[config.mk]
export PLATFORM = sky130hd
export DESIGN_NAME = speech_segment_tracker
export DESIGN_NICKNAME = d
export VERILOG_FILES = /design/src/rtl/sst_pkg.sv /design/src/rtl/sst_seg_logic.sv /design/src/rtl/sst_rsp_fifo.sv /design/src/rtl/speech_segment_tracker.sv
export SDC_FILE = /design/constraint.sdc
export NUM_CORES = 2
export LEC_CHECK = 0
export BUFFER_PORTS_ARGS = -buffer_cell sky130_fd_sc_hd__buf_2
export CAP_MARGIN = 40
export CORE_UTILIZATION = 58
export CTS_CLUSTER_SIZE = 10
export DETAILED_ROUTE_END_ITERATION = 8
export PLACE_DENSITY_LB_ADDON = 0.12
export RECOVER_POWER = 25
export SYNTH_ARGS = -nofsm -noshare
export SYNTH_HDL_FRONTEND = slang
export SYNTH_SLANG_ARGS = --single-unit
[constraint.sdc]
create_clock -name clock -period 20.9 [get_ports clock]
set_input_delay 1.045 -clock clock [delete_from_list [all_inputs] [get_ports clock]]
set_output_delay 1.045 -clock clock [all_outputs]
set_load 0.05 [all_outputs]
[src/rtl/sst_pkg.sv]
// Shared constants, types and register codes of the speech segment tracker.
`timescale 1ns / 1ps
`default_nettype none

package sst_pkg;

   // Samples in one full frame.
   localparam int unsigned FRAME_LEN = 512;

   // Field widths.
   localparam int unsigned PROB_W   = 16;
   localparam int unsigned VALID_W  = 10;
   localparam int unsigned THRESH_W = 17;
   localparam int unsigned CFG_W    = 20;
   localparam int unsigned TIME_W   = 32;
   localparam int unsigned INDEX_W  = 2;

   // Result queue geometry.
   localparam int unsigned RSP_DEPTH = 4;
   localparam int unsigned RSP_PTR_W = $clog2(RSP_DEPTH);
   localparam int unsigned RSP_CNT_W = $clog2(RSP_DEPTH + 1);

   // Configuration register indexes.
   localparam logic [INDEX_W-1:0] REG_SPEECH_THRESHOLD  = 2'd0;
   localparam logic [INDEX_W-1:0] REG_MIN_GAP_SAMPLES   = 2'd1;
   localparam logic [INDEX_W-1:0] REG_GRACE_SAMPLES     = 2'd2;
   localparam logic [INDEX_W-1:0] REG_MIN_CHUNK_SAMPLES = 2'd3;

   // Item kinds carried on the request tuser.
   localparam logic MODE_FRAME = 1'b0;
   localparam logic MODE_END   = 1'b1;

   typedef struct packed {
      logic [THRESH_W-1:0] speech_threshold;
      logic [CFG_W-1:0]    min_gap_samples;
      logic [CFG_W-1:0]    grace_samples;
      logic [CFG_W-1:0]    min_chunk_samples;
   } cfg_type;

   typedef struct packed {
      logic              talking;
      logic              gap_pending;
      logic [TIME_W-1:0] open_start;
      logic [TIME_W-1:0] gap_start;
      logic [TIME_W-1:0] frame_position;
      logic [TIME_W-1:0] sample_total;
      logic              held_valid;
      logic [TIME_W-1:0] held_start;
      logic [TIME_W-1:0] held_end;
   } seg_state_type;

   typedef struct packed {
      logic [TIME_W-1:0] seg_start;
      logic [TIME_W-1:0] seg_end;
      logic              has_segment;
      logic              stream_done;
   } rsp_item_type;

   // Up to two result items from one input item.
   typedef struct packed {
      logic [1:0]         count;
      rsp_item_type [1:0] items;
   } seg_result_type;

endpackage

`default_nettype wire

[src/rtl/sst_seg_logic.sv]
// Per-item segmentation logic: next tracker state and the result items of one input item.
`timescale 1ns / 1ps
`default_nettype none

module sst_seg_logic (
   input  wire  sst_pkg::cfg_type                 cfg,
   input  wire  sst_pkg::seg_state_type           st,
   input  wire                                    mode,
   input  wire  [sst_pkg::PROB_W-1:0]             speech_prob,
   input  wire  [sst_pkg::VALID_W-1:0]            valid_samples,
   output sst_pkg::seg_state_type                 st_next,
   output sst_pkg::seg_result_type                result
);

   // Emission check of the held segment: clamp its end to the samples seen.
   function automatic sst_pkg::rsp_item_type held_emit(
      input logic                       hv,
      input logic [sst_pkg::TIME_W-1:0] hs,
      input logic [sst_pkg::TIME_W-1:0] he,
      input logic [sst_pkg::TIME_W-1:0] total,
      input logic [sst_pkg::CFG_W-1:0]  min_chunk
   );
      sst_pkg::rsp_item_type r;
      logic [sst_pkg::TIME_W-1:0] ce;
      ce = (he < total) ? he : total;
      r.seg_start   = hs;
      r.seg_end     = ce;
      r.has_segment = hv && (ce >= hs) &&
                      ((ce - hs) >= {{(sst_pkg::TIME_W - sst_pkg::CFG_W){1'b0}}, min_chunk});
      r.stream_done = 1'b0;
      return r;
   endfunction

   logic [sst_pkg::TIME_W-1:0]    vs;
   logic [sst_pkg::TIME_W-1:0]    total_frame;
   logic [sst_pkg::TIME_W-1:0]    total_use;
   logic [sst_pkg::TIME_W-1:0]    next_pos;
   logic [sst_pkg::TIME_W-1:0]    gap_dur;
   logic [sst_pkg::TIME_W-1:0]    grace32;
   logic                          speech;
   logic                          gap_hit;
   logic                          do_close;
   logic [sst_pkg::TIME_W-1:0]    close_e0;
   logic [sst_pkg::TIME_W-1:0]    pad_s;
   logic [sst_pkg::TIME_W:0]      pad_ew;
   logic [sst_pkg::TIME_W-1:0]    pad_e;
   logic [sst_pkg::TIME_W-1:0]    pad_ce;
   logic                          hv;
   logic [sst_pkg::TIME_W-1:0]    hs;
   logic [sst_pkg::TIME_W-1:0]    he;
   sst_pkg::rsp_item_type         r_close;
   sst_pkg::rsp_item_type         r_flush;

   // Frame bookkeeping: saturated sample count, speech decision and gap length.
   always_comb begin
      if (sst_pkg::TIME_W'(valid_samples) > sst_pkg::TIME_W'(sst_pkg::FRAME_LEN)) begin
         vs = sst_pkg::TIME_W'(sst_pkg::FRAME_LEN);
      end else begin
         vs = sst_pkg::TIME_W'(valid_samples);
      end
      total_frame = st.sample_total + vs;
      total_use   = (mode == sst_pkg::MODE_END) ? st.sample_total : total_frame;
      next_pos    = st.frame_position + sst_pkg::TIME_W'(sst_pkg::FRAME_LEN);
      gap_dur     = next_pos - st.gap_start;
      speech      = {1'b0, speech_prob} >= cfg.speech_threshold;
      gap_hit     = st.talking && !speech && st.gap_pending &&
                    (gap_dur >= {{(sst_pkg::TIME_W - sst_pkg::CFG_W){1'b0}},
                                 cfg.min_gap_samples});
      grace32     = {{(sst_pkg::TIME_W - sst_pkg::CFG_W){1'b0}}, cfg.grace_samples};
   end

   // Segment close: pad, drop empty ones, merge or hand over the held segment.
   always_comb begin
      if (mode == sst_pkg::MODE_END) begin
         do_close = st.talking;
         close_e0 = st.gap_pending ? st.gap_start : st.sample_total;
      end else begin
         do_close = gap_hit;
         close_e0 = st.gap_start;
      end
      pad_s  = (st.open_start >= grace32) ? (st.open_start - grace32) : '0;
      pad_ew = {1'b0, close_e0} + {1'b0, grace32};
      pad_e  = pad_ew[sst_pkg::TIME_W] ? '1 : pad_ew[sst_pkg::TIME_W-1:0];
      pad_ce = (pad_e < total_use) ? pad_e : total_use;

      hv = st.held_valid;
      hs = st.held_start;
      he = st.held_end;
      r_close = '0;
      if (do_close && (pad_ce > pad_s)) begin
         if (hv && (pad_s <= he)) begin
            if (pad_e > he) begin
               he = pad_e;
            end
         end else begin
            r_close = held_emit(hv, hs, he, total_use, cfg.min_chunk_samples);
            hv = 1'b1;
            hs = pad_s;
            he = pad_e;
         end
      end
      r_flush = held_emit(hv, hs, he, total_use, cfg.min_chunk_samples);
   end

   // Next state and result list.
   always_comb begin
      st_next = st;
      result  = '0;
      if (mode == sst_pkg::MODE_END) begin
         st_next = '0;
         priority if (r_close.has_segment && r_flush.has_segment) begin
            result.count    = 2'd2;
            result.items[0] = r_close;
            result.items[1] = r_flush;
            result.items[1].stream_done = 1'b1;
         end else if (r_close.has_segment) begin
            result.count    = 2'd1;
            result.items[0] = r_close;
            result.items[0].stream_done = 1'b1;
         end else if (r_flush.has_segment) begin
            result.count    = 2'd1;
            result.items[0] = r_flush;
            result.items[0].stream_done = 1'b1;
         end else begin
            // Bare end marker.
            result.count = 2'd1;
            result.items[0].stream_done = 1'b1;
         end
      end else begin
         st_next.sample_total   = total_frame;
         st_next.frame_position = next_pos;
         st_next.held_valid     = hv;
         st_next.held_start     = hs;
         st_next.held_end       = he;
         priority if (!st.talking) begin
            if (speech) begin
               st_next.talking      = 1'b1;
               st_next.open_start   = st.frame_position;
               st_next.gap_pending  = 1'b0;
            end
         end else if (speech) begin
            st_next.gap_pending = 1'b0;
         end else if (!st.gap_pending) begin
            st_next.gap_pending = 1'b1;
            st_next.gap_start   = st.frame_position;
         end else begin
            // Silence goes on: the segment ends once the gap is long enough.
            if (gap_hit) begin
               st_next.talking     = 1'b0;
               st_next.gap_pending = 1'b0;
            end
         end
         if (r_close.has_segment) begin
            result.count    = 2'd1;
            result.items[0] = r_close;
         end
      end
   end

endmodule

`default_nettype wire

[src/rtl/sst_rsp_fifo.sv]
// Result queue: takes up to two items a cycle and hands out one.
`timescale 1ns / 1ps
`default_nettype none

module sst_rsp_fifo (
   input  wire                                 clock,
   input  wire                                 reset,
   input  wire  sst_pkg::seg_result_type       push,
   input  wire                                 pop,
   output sst_pkg::rsp_item_type               head,
   output logic [sst_pkg::RSP_CNT_W-1:0]       count
);

   sst_pkg::rsp_item_type                 mem [sst_pkg::RSP_DEPTH];
   logic [sst_pkg::RSP_PTR_W-1:0]         wr_ptr_ff, wr_ptr_in;
   logic [sst_pkg::RSP_PTR_W-1:0]         rd_ptr_ff, rd_ptr_in;
   logic [sst_pkg::RSP_CNT_W-1:0]         count_ff, count_in;
   logic [sst_pkg::RSP_PTR_W-1:0]         wr_ptr_next;

   // Pointer and fill bookkeeping.
   always_comb begin
      wr_ptr_next = wr_ptr_ff + sst_pkg::RSP_PTR_W'(1);
      wr_ptr_in   = wr_ptr_ff + sst_pkg::RSP_PTR_W'(push.count);
      rd_ptr_in   = rd_ptr_ff + sst_pkg::RSP_PTR_W'(pop);
      count_in    = count_ff + sst_pkg::RSP_CNT_W'(push.count) - sst_pkg::RSP_CNT_W'(pop);
   end

   always_ff @(posedge clock) begin
      if (reset) begin
         wr_ptr_ff <= '0;
         rd_ptr_ff <= '0;
         count_ff  <= '0;
      end else begin
         wr_ptr_ff <= wr_ptr_in;
         rd_ptr_ff <= rd_ptr_in;
         count_ff  <= count_in;
      end
   end

   // Storage writes: the first item at the write pointer, a second one after it.
   always_ff @(posedge clock) begin
      if (push.count != 2'd0) begin
         mem[wr_ptr_ff] <= push.items[0];
      end
      if (push.count == 2'd2) begin
         mem[wr_ptr_next] <= push.items[1];
      end
   end

   assign head  = mem[rd_ptr_ff];
   assign count = count_ff;

endmodule

`default_nettype wire

[src/rtl/speech_segment_tracker.sv]
// Top level of the speech segment tracker: ports, registers, input stage and result queue.
`timescale 1ns / 1ps
`default_nettype none

// The tracker takes one frame item per clock cycle while the result queue
// has room for two results. An item is captured in an input register and
// then processed in a single pass by the segmentation logic, which writes
// its results into a four-item result queue; they are offered on the rsp
// channel in queue order. A frame item gives at most one result, an end item
// one or two, and an item is processed only while at least two queue slots
// are free, so the input rate is set by how fast the consumer drains the
// queue. Configuration writes are taken at any time and must only be made
// while the block is idle.
module speech_segment_tracker (
   input  wire                              clock,
   input  wire                              reset,
   // Frame items.
   input  wire                              req_tvalid,
   output logic                             req_tready,
   input  wire  [31:0]                      req_tdata,  // speech_prob[15:0], valid_samples[25:16]
   input  wire                              req_tuser,  // mode
   // Result items.
   output logic                             rsp_tvalid,
   input  wire                              rsp_tready,
   output logic [63:0]                      rsp_tdata,  // seg_start[31:0], seg_end[63:32]
   output logic                             rsp_tuser,  // has_segment
   output logic                             rsp_tlast,  // stream_done
   // Configuration writes.
   input  wire                              csr_valid,
   output logic                             csr_ready,
   input  wire  [sst_pkg::INDEX_W-1:0]      csr_index,
   input  wire  [sst_pkg::CFG_W-1:0]        csr_data
);

   sst_pkg::cfg_type                        cfg_ff, cfg_in;
   sst_pkg::seg_state_type                  st_ff, st_in;
   sst_pkg::seg_state_type                  st_calc;
   sst_pkg::seg_result_type                 result;
   sst_pkg::seg_result_type                 push;
   sst_pkg::rsp_item_type                   head;
   logic [sst_pkg::RSP_CNT_W-1:0]           rsp_count;

   logic                                    in_valid_ff, in_valid_in;
   logic                                    in_mode_ff;
   logic [sst_pkg::PROB_W-1:0]              in_prob_ff;
   logic [sst_pkg::VALID_W-1:0]             in_vs_ff;
   logic                                    proc;
   logic                                    req_take;
   logic                                    pop;

   // Configuration registers.
   assign csr_ready = 1'b1;

   always_comb begin
      cfg_in = cfg_ff;
      if (csr_valid) begin
         unique case (csr_index)
            sst_pkg::REG_SPEECH_THRESHOLD:
               cfg_in.speech_threshold = csr_data[sst_pkg::THRESH_W-1:0];
            sst_pkg::REG_MIN_GAP_SAMPLES:   cfg_in.min_gap_samples   = csr_data;
            sst_pkg::REG_GRACE_SAMPLES:     cfg_in.grace_samples     = csr_data;
            sst_pkg::REG_MIN_CHUNK_SAMPLES: cfg_in.min_chunk_samples = csr_data;
            default:                        cfg_in = cfg_ff;
         endcase
      end
   end

   always_ff @(posedge clock) begin
      if (reset) begin
         cfg_ff.speech_threshold  <= sst_pkg::THRESH_W'(32768);
         cfg_ff.min_gap_samples   <= sst_pkg::CFG_W'(4800);
         cfg_ff.grace_samples     <= sst_pkg::CFG_W'(800);
         cfg_ff.min_chunk_samples <= sst_pkg::CFG_W'(3200);
      end else begin
         cfg_ff <= cfg_in;
      end
   end

   // Input stage: the held item is processed once the queue has room for two results.
   assign proc       = in_valid_ff && (rsp_count <= sst_pkg::RSP_CNT_W'(sst_pkg::RSP_DEPTH - 2));
   assign req_tready = !in_valid_ff || proc;
   assign req_take   = req_tvalid && req_tready;
   assign in_valid_in = req_take || (in_valid_ff && !proc);

   always_ff @(posedge clock) begin
      if (reset) begin
         in_valid_ff <= 1'b0;
      end else begin
         in_valid_ff <= in_valid_in;
      end
   end

   always_ff @(posedge clock) begin
      if (req_take) begin
         in_mode_ff <= req_tuser;
         in_prob_ff <= req_tdata[15:0];
         in_vs_ff   <= req_tdata[25:16];
      end
   end

   // Segmentation pass.
   sst_seg_logic u_seg_logic (
      .cfg           (cfg_ff),
      .st            (st_ff),
      .mode          (in_mode_ff),
      .speech_prob   (in_prob_ff),
      .valid_samples (in_vs_ff),
      .st_next       (st_calc),
      .result        (result)
   );

   // Tracker state.
   assign st_in = proc ? st_calc : st_ff;

   always_ff @(posedge clock) begin
      if (reset) begin
         st_ff <= '0;
      end else begin
         st_ff <= st_in;
      end
   end

   // Result queue and output.
   always_comb begin
      push = result;
      if (!proc) begin
         push.count = 2'd0;
      end
   end

   assign pop = rsp_tvalid && rsp_tready;

   sst_rsp_fifo u_rsp_fifo (
      .clock (clock),
      .reset (reset),
      .push  (push),
      .pop   (pop),
      .head  (head),
      .count (rsp_count)
   );

   assign rsp_tvalid = (rsp_count != '0);
   assign rsp_tdata  = {head.seg_end, head.seg_start};
   assign rsp_tuser  = head.has_segment;
   assign rsp_tlast  = head.stream_done;

   // The queue never overfills.
   a_queue_bound: assert property (@(posedge clock) disable iff (reset)
      rsp_count <= sst_pkg::RSP_CNT_W'(sst_pkg::RSP_DEPTH))
      else $error("result queue overfilled");

   // A pending gap only exists inside a speech segment.
   a_gap_in_speech: assert property (@(posedge clock) disable iff (reset)
      st_ff.gap_pending |-> st_ff.talking)
      else $error("gap pending outside a segment");

   // An end item leaves the tracker cleared for a new stream.
   a_end_clears: assert property (@(posedge clock) disable iff (reset)
      (proc && (in_mode_ff == sst_pkg::MODE_END)) |=>
         (!st_ff.talking && !st_ff.held_valid && (st_ff.sample_total == '0)))
      else $error("state not cleared after end item");

   // An end item always queues a result flagged as the stream's last.
   a_end_marks_done: assert property (@(posedge clock) disable iff (reset)
      (proc && (in_mode_ff == sst_pkg::MODE_END)) |->
         (push.count != 2'd0) &&
         (push.items[push.count == 2'd2 ? 1 : 0].stream_done))
      else $error("end item without a done marker");

endmodule

`default_nettype wire

# [Word-level counts from Yosys, hierarchy flattened]
# Memories as Yosys holds them, arrays and structs flattened. A register that Yosys moved wholly into a read port is not among the register bits.
# Index checks and enable logic that the tools add are counted.
[classes] addsub=12 magnitude_cmp=15 n_eq_ne=7 n_mux=47 n_reduce_logical=32
[ops] op="$mux 32" n=17
[ops] op="$mux 66" n=8
[ops] op="$mux 195" n=1
[ops] op="$ge 32x20->1" n=4
[ops] op="$lt 32x32->1" n=3
[ops] op="$sub 32x32->32" n=3
[ops] op="$mux 65" n=1
[ops] op="$ge 32x32->1" n=2
[ops] op="$gt 32x32->1" n=2
[ops] op="$mux 34" n=1
[ops] op="$add 32x20->33" n=1
[ops] op="$add 32x10->32" n=1
[ops] op="$add 32x10->32 const B" n=1
[ops] op="$le 32x32->1" n=1
[ops] op="$sub 32x20->32" n=1
[ops] op="$ge 16x17->1" n=1
[ops] op="$logic_and 1x1->1" n=14
[ops] op="$mux 1" n=12
[ops] op="$mux 2" n=6
[ops] op="$gt 10x10->1 const B" n=1
[ops] op="$mux 10" n=1
[ops] op="$reduce_and 2->1" n=5
[ops] op="$eq 2x2->1 const B" n=3
[ops] op="$reduce_bool 2->1" n=3
[ops] op="15 further kinds" n=20
[totals] reg_bits=307 ram_bits=264 elab_cells=134 mem_count=1
[memory_table] name="u_rsp_fifo.mem" depth=4 word_bits=66 rd=1 rd_clocked_by_memory_dff=1 write_ports=2 line_no="sst_rsp_fifo.sv:14" source="sst_pkg::rsp_item_type mem [sst_pkg::RSP_DEPTH];"

# [Logic depth before layout (Yosys ltp)]
[depth] ltp_word=21 depth_mapped=87 ltp_nobuf=78

# [By module]
# From an unflattened synthesis, not the netlist that was laid out.
[hier_totals] cells_unflattened=5194 area_unflattened_um2=46711.0
[modules_own_cells] mod="sst_seg_logic" instances=1 cells_each=3246 area_per_inst_um2=21613.2
[modules_own_cells] mod="sst_rsp_fifo" instances=1 cells_each=679 area_per_inst_um2=13133.8
[modules_own_cells] mod="speech_segment_tracker" instances=1 cells_each=1269 area_per_inst_um2=11964.0

# [Least setup slack after synthesis]
# Ideal clock, no wire load.
[synth_timing] kind="register to register" startpoint="register in_mode_ff" endpoint="memory u_rsp_fifo.mem[1][0] in the netlist's numbering, enable pin" setup_ps=571 arrival_ps=19164 t_required_ps=20329 slack_ps=1165 path_stages_with_launch=77 synth_period_minus_slack_ps=19735 path_cell_list="edfxtp_1 > clkbuf_1 > nor2b_1 > clkbuf_1 > clkbuf_1 > clkbuf_1 > nor2_1 > a21o_1 > ha_1 > fa_1 > a21o_1 > a22o_1 > o311a_1 > a221o_1 > a21bo_2 > nand3_1 > clkbuf_1 > clkbuf_1 > [... 41 more ...] > nor2b_1 > o21ai_0 > nand2b_1 > a21o_1 > a21oi_1 > xnor2_1 > ha_1 > nand4_1 > nand2b_1 > a31oi_1 > or4_1 > a311oi_1 > nand4_1 > or4_4 > o21ai_0 > nor2_1 > o21bai_1 > nor3_1"
[synth_lines] item="start: declaration" line_no="speech_segment_tracker.sv:44" source="logic in_mode_ff;"
[synth_lines] item="start signal: assignment" line_no="speech_segment_tracker.sv:95" source="in_mode_ff <= req_tuser;"
[synth_lines] item="end: declaration" line_no="sst_rsp_fifo.sv:14"

==> summary.md <==
| Metric | Value |
|---|---|
| Synth async-reset ratio | `0%` |
| Fin crit share | `96.6%` |
| Hold Path Class | `register to register` |
| Seq/Total Area, Yosys | `34.5%` |
| GRT Residual Overflow | `0` |
| TritonRoute pass-1 iters | `8` |
| Worst R2R End | `u_rsp_fifo.mem[1][17]` |
| Share of the synthesized area in the top cell type | `21.8%` |
| Netlist cell types | `91` |
| Critical path data arrival time | `20.51 ns` |
| Total clock sinks | `546` |
| Yosys warnings | `0` |
| # nets final | `5087` |
| GRT Overall Usage | `37.3%` |
| Cells on worst reg2reg path | `66` |
| Crit path top cell by count | `ha_1` |
| Most frequent cell after synthesis | `nand2_1` |
| Final WL | `133 mm` |
| H-tree depth | `3` |
| Synth Cell Area | `between 40000 and 50000 um2` |
| Largest net degree at the start of global routing | `114` |
| Setup WS pre-CTS | `1.26 ns` |
| Worst stage delay on the critical path | `0.84 ns` |
| RSZ-0062 raised after global routing | `false` |
| Post-DRT Antenna Nets | `0` |
| Critical path endpoint category | `register` |
| Met2 usage | `60.1%` |
| Fin. max-slew vios | `278` |
| Relative slew slack | `-286%` |
| Die area | `~70000 um2` |
| I/O Pins | `129` |
| Port-buffer cells | `between 100 and 150` |
| CP Class | `register to register` |
| Core Box Area | `roughly 70000 um2` |
| Post-Route Setup TNS | `0 ns` |
| Clock transition at path regs | `~0.06 ns` |
| Failing checks | `max-capacitance violations, max-slew violations` |
| Fin crit period | `a little over 20 ns` |
| Worst-Skew Late Latency | `approximately 0.65 ns` |
| Post-synthesis average cell area | `8.78 um2` |
| Final WS setup | `0.707 ns` |
| Initial antenna violation count | `3` |
| Peak supply drop | `~0.076 mV` |
| Cell taking the most area after synthesis | `edfxtp_1` |
| Gpl congestion | `around 1` |
| Final Hold Violating Endpoints | `0` |
| 1st-iter DRT viols | `3792` |
| Pwr dens | `86.1 nW/um2` |
| Chip width | `265 um` |
| Synth area leaders | `edfxtp_1 (22%), dfxtp_1 (13%), ha_1 (13%), a21oi_1 (4.6%), nand2_1 (4.3%)` |
| Vias per inst | `6.52` |
| Hold-fix buffers, CTS | `0` |
| Post-route cell area | `44000 um2` |
| CTS buffer count | `a little under 70` |
| Finished Core Util | `between 60% and 70%` |
| Root Buffer Master | `clkbuf_16` |
| RR Startpoint | `in_vs_ff[1]` |
| Setup Viol. Count Final | `0` |
| GRT busiest layer | `met2` |
| Fin cells | `5549` |
| LEAKAGE | `about 18 nW` |
| Avg WL per Cell | `between 20 and 25 um` |
| Startpoint Class | `register` |
| Crit Path Max Fanout | `53` |
| Syn-to-layout area delta | `9.58%` |
| Number of post-CTS setup repair buffers | `0` |
| Clock tree buffer depth | `3` |
| Power Total | `about 3.8 mW` |
| Status | `complete, but fails checks` |
| Worst-Margin Slew | `5.78 ns` |
| Floorplan row count | `96` |
| Cells after DPL | `5423` |
| Die Ht | `265 um` |
| Ys flop type | `edfxtp_1` |
| Met3 Resource Use GR | `just over 5%` |
| Max Cap Viol | `4` |
| Met1 Use GR | `50.4%` |
| Initial Util | `58.6%` |
| CP required | `around 21 ns` |
| Worst Skew | `0.0482 ns` |
| Share of cells above drive strength 1 | `9.47%` |
| Vias in the first global route | `34200` |
| First-pass GRT wire length | `around 200 mm` |
| Routed vias | `36200` |
| Post-DP Area | `41800 um2` |
| CP startpoint | `in_vs_ff[1]` |
| Worst R2R Setup Slack | `0.71 ns` |
| Post-synth EDFFs | `291` |
| Critical Path Sink | `u_rsp_fifo.mem[1][17]` |
| CTS tree | `yes` |
| Post-CTS Resized | `0` |
| Crit-path slowest cell | `mux2i_1` |
| DRC | `0` |
| Post-synth top cells | `nand2_1 (459), ha_1 (408), nor2_1 (392), a21oi_1 (372), inv_1 (351)` |
| Hpwl dp | `100 mm` |
| Mapped Cells | `4570` |
| WHS | `0.452 ns` |
| Register bit count reported by yosys | `546` |
| Fmax achieved | `between 40 and 50 MHz` |
[cells by family (layout without fill, tap and decap cells)]
family / count (synthesis) / count (layout) / share of synthesized area (%)
XOR/XNOR: 155 / 155 / 3.38
flip-flops: 546 / 546 / 34.5
other: 2 / 11 / 0.0187
AND/OR/NAND/NOR: 1328 / 1328 / 15.2
AO/OA/AOI/OAI: 1354 / 1354 / 21.5
multiplexers: 173 / 173 / 6.46
adder cells (fa/ha/maj): 415 / 415 / 13.1
buffers and inverters: 597 / 685 / 5.83
[layout make-up]
class,instances,area [um2]
diodes,2,5.00
clock buffers,105,1880
clock inverters,19,308
fillers,5943,24500
inverters,351,1320
multi-input cells,3434,24100
flip-flops and latches,546,13800
well taps,882,1100
repair buffers,210,1360
[flip-flops by register name, indices dropped and copies added, names as in the netlist, 2 cells and up]
| name | cells |
|---|---|
| cfg_ff | 77 |
| st_ff | 170 |
| u_rsp_fifo.mem | 264 |
| u_rsp_fifo.wr_ptr_ff | 2 |
| u_rsp_fifo.count | 3 |
| u_rsp_fifo.rd_ptr_ff | 2 |
| in_vs_ff | 10 |
| in_prob_ff | 16 |
[layout by cell type, fill, tap and decap left out, types with 63 or more instances in the layout]
master       n
inv_1      350
a21oi_1    370
xor2_1      63
nor3_1      72
mux2i_1     73
edfxtp_1   291
buf_2      123
o22ai_1    195
clkbuf_16   69
ha_1       408
a22oi_1    100
o21ai_0    212
mux4_2      66
xnor2_1     92
nor2_1     386
nand4_1     73
nand2_1    458
a21o_1     115
nand3_1     80
dfxtp_1    254
[metal layers]
layer	vias up	share of wire [%]
li1	16900	-
met1	17300	41
met2	1717	46
met3	302	9.0
met4	0	4.2
met5	-	0
[worst min-delay path by stage]
stage / start / to / slack (ns) / depth (start not counted)
detailed placement: st_ff[152] / st_ff[152] / 0.44 / 2
floorplan: st_ff[141] / st_ff[141] / 0.43 / 2
CTS: st_ff[140] / st_ff[140] / 0.45 / 2
global placement: st_ff[141] / st_ff[141] / 0.44 / 2
global route: st_ff[141] / st_ff[141] / 0.47 / 2
finish: st_ff[144] / st_ff[144] / 0.45 / 2
[worst max-delay path: cells and delay by family, from the launching register on]
family,cells,cell delay [ns]
AO/OA/AOI/OAI,32,7.89
flip-flops,1,0.39
XOR/XNOR,2,0.53
AND/OR/NAND/NOR,16,4.95
multiplexers,2,1.26
buffers and inverters,7,2.41
adder cells (fa/ha/maj),7,2.25
[report_power, final]
part	leakage (nW)	switching [mW]	total [mW]	internal [mW]
Sequential	4.62	0.0235	1.17	1.15
Clock	1.05	0.490	1.17	0.680
Combinational	11.9	0.921	1.44	0.519
(Power assumes the default switching activity.)
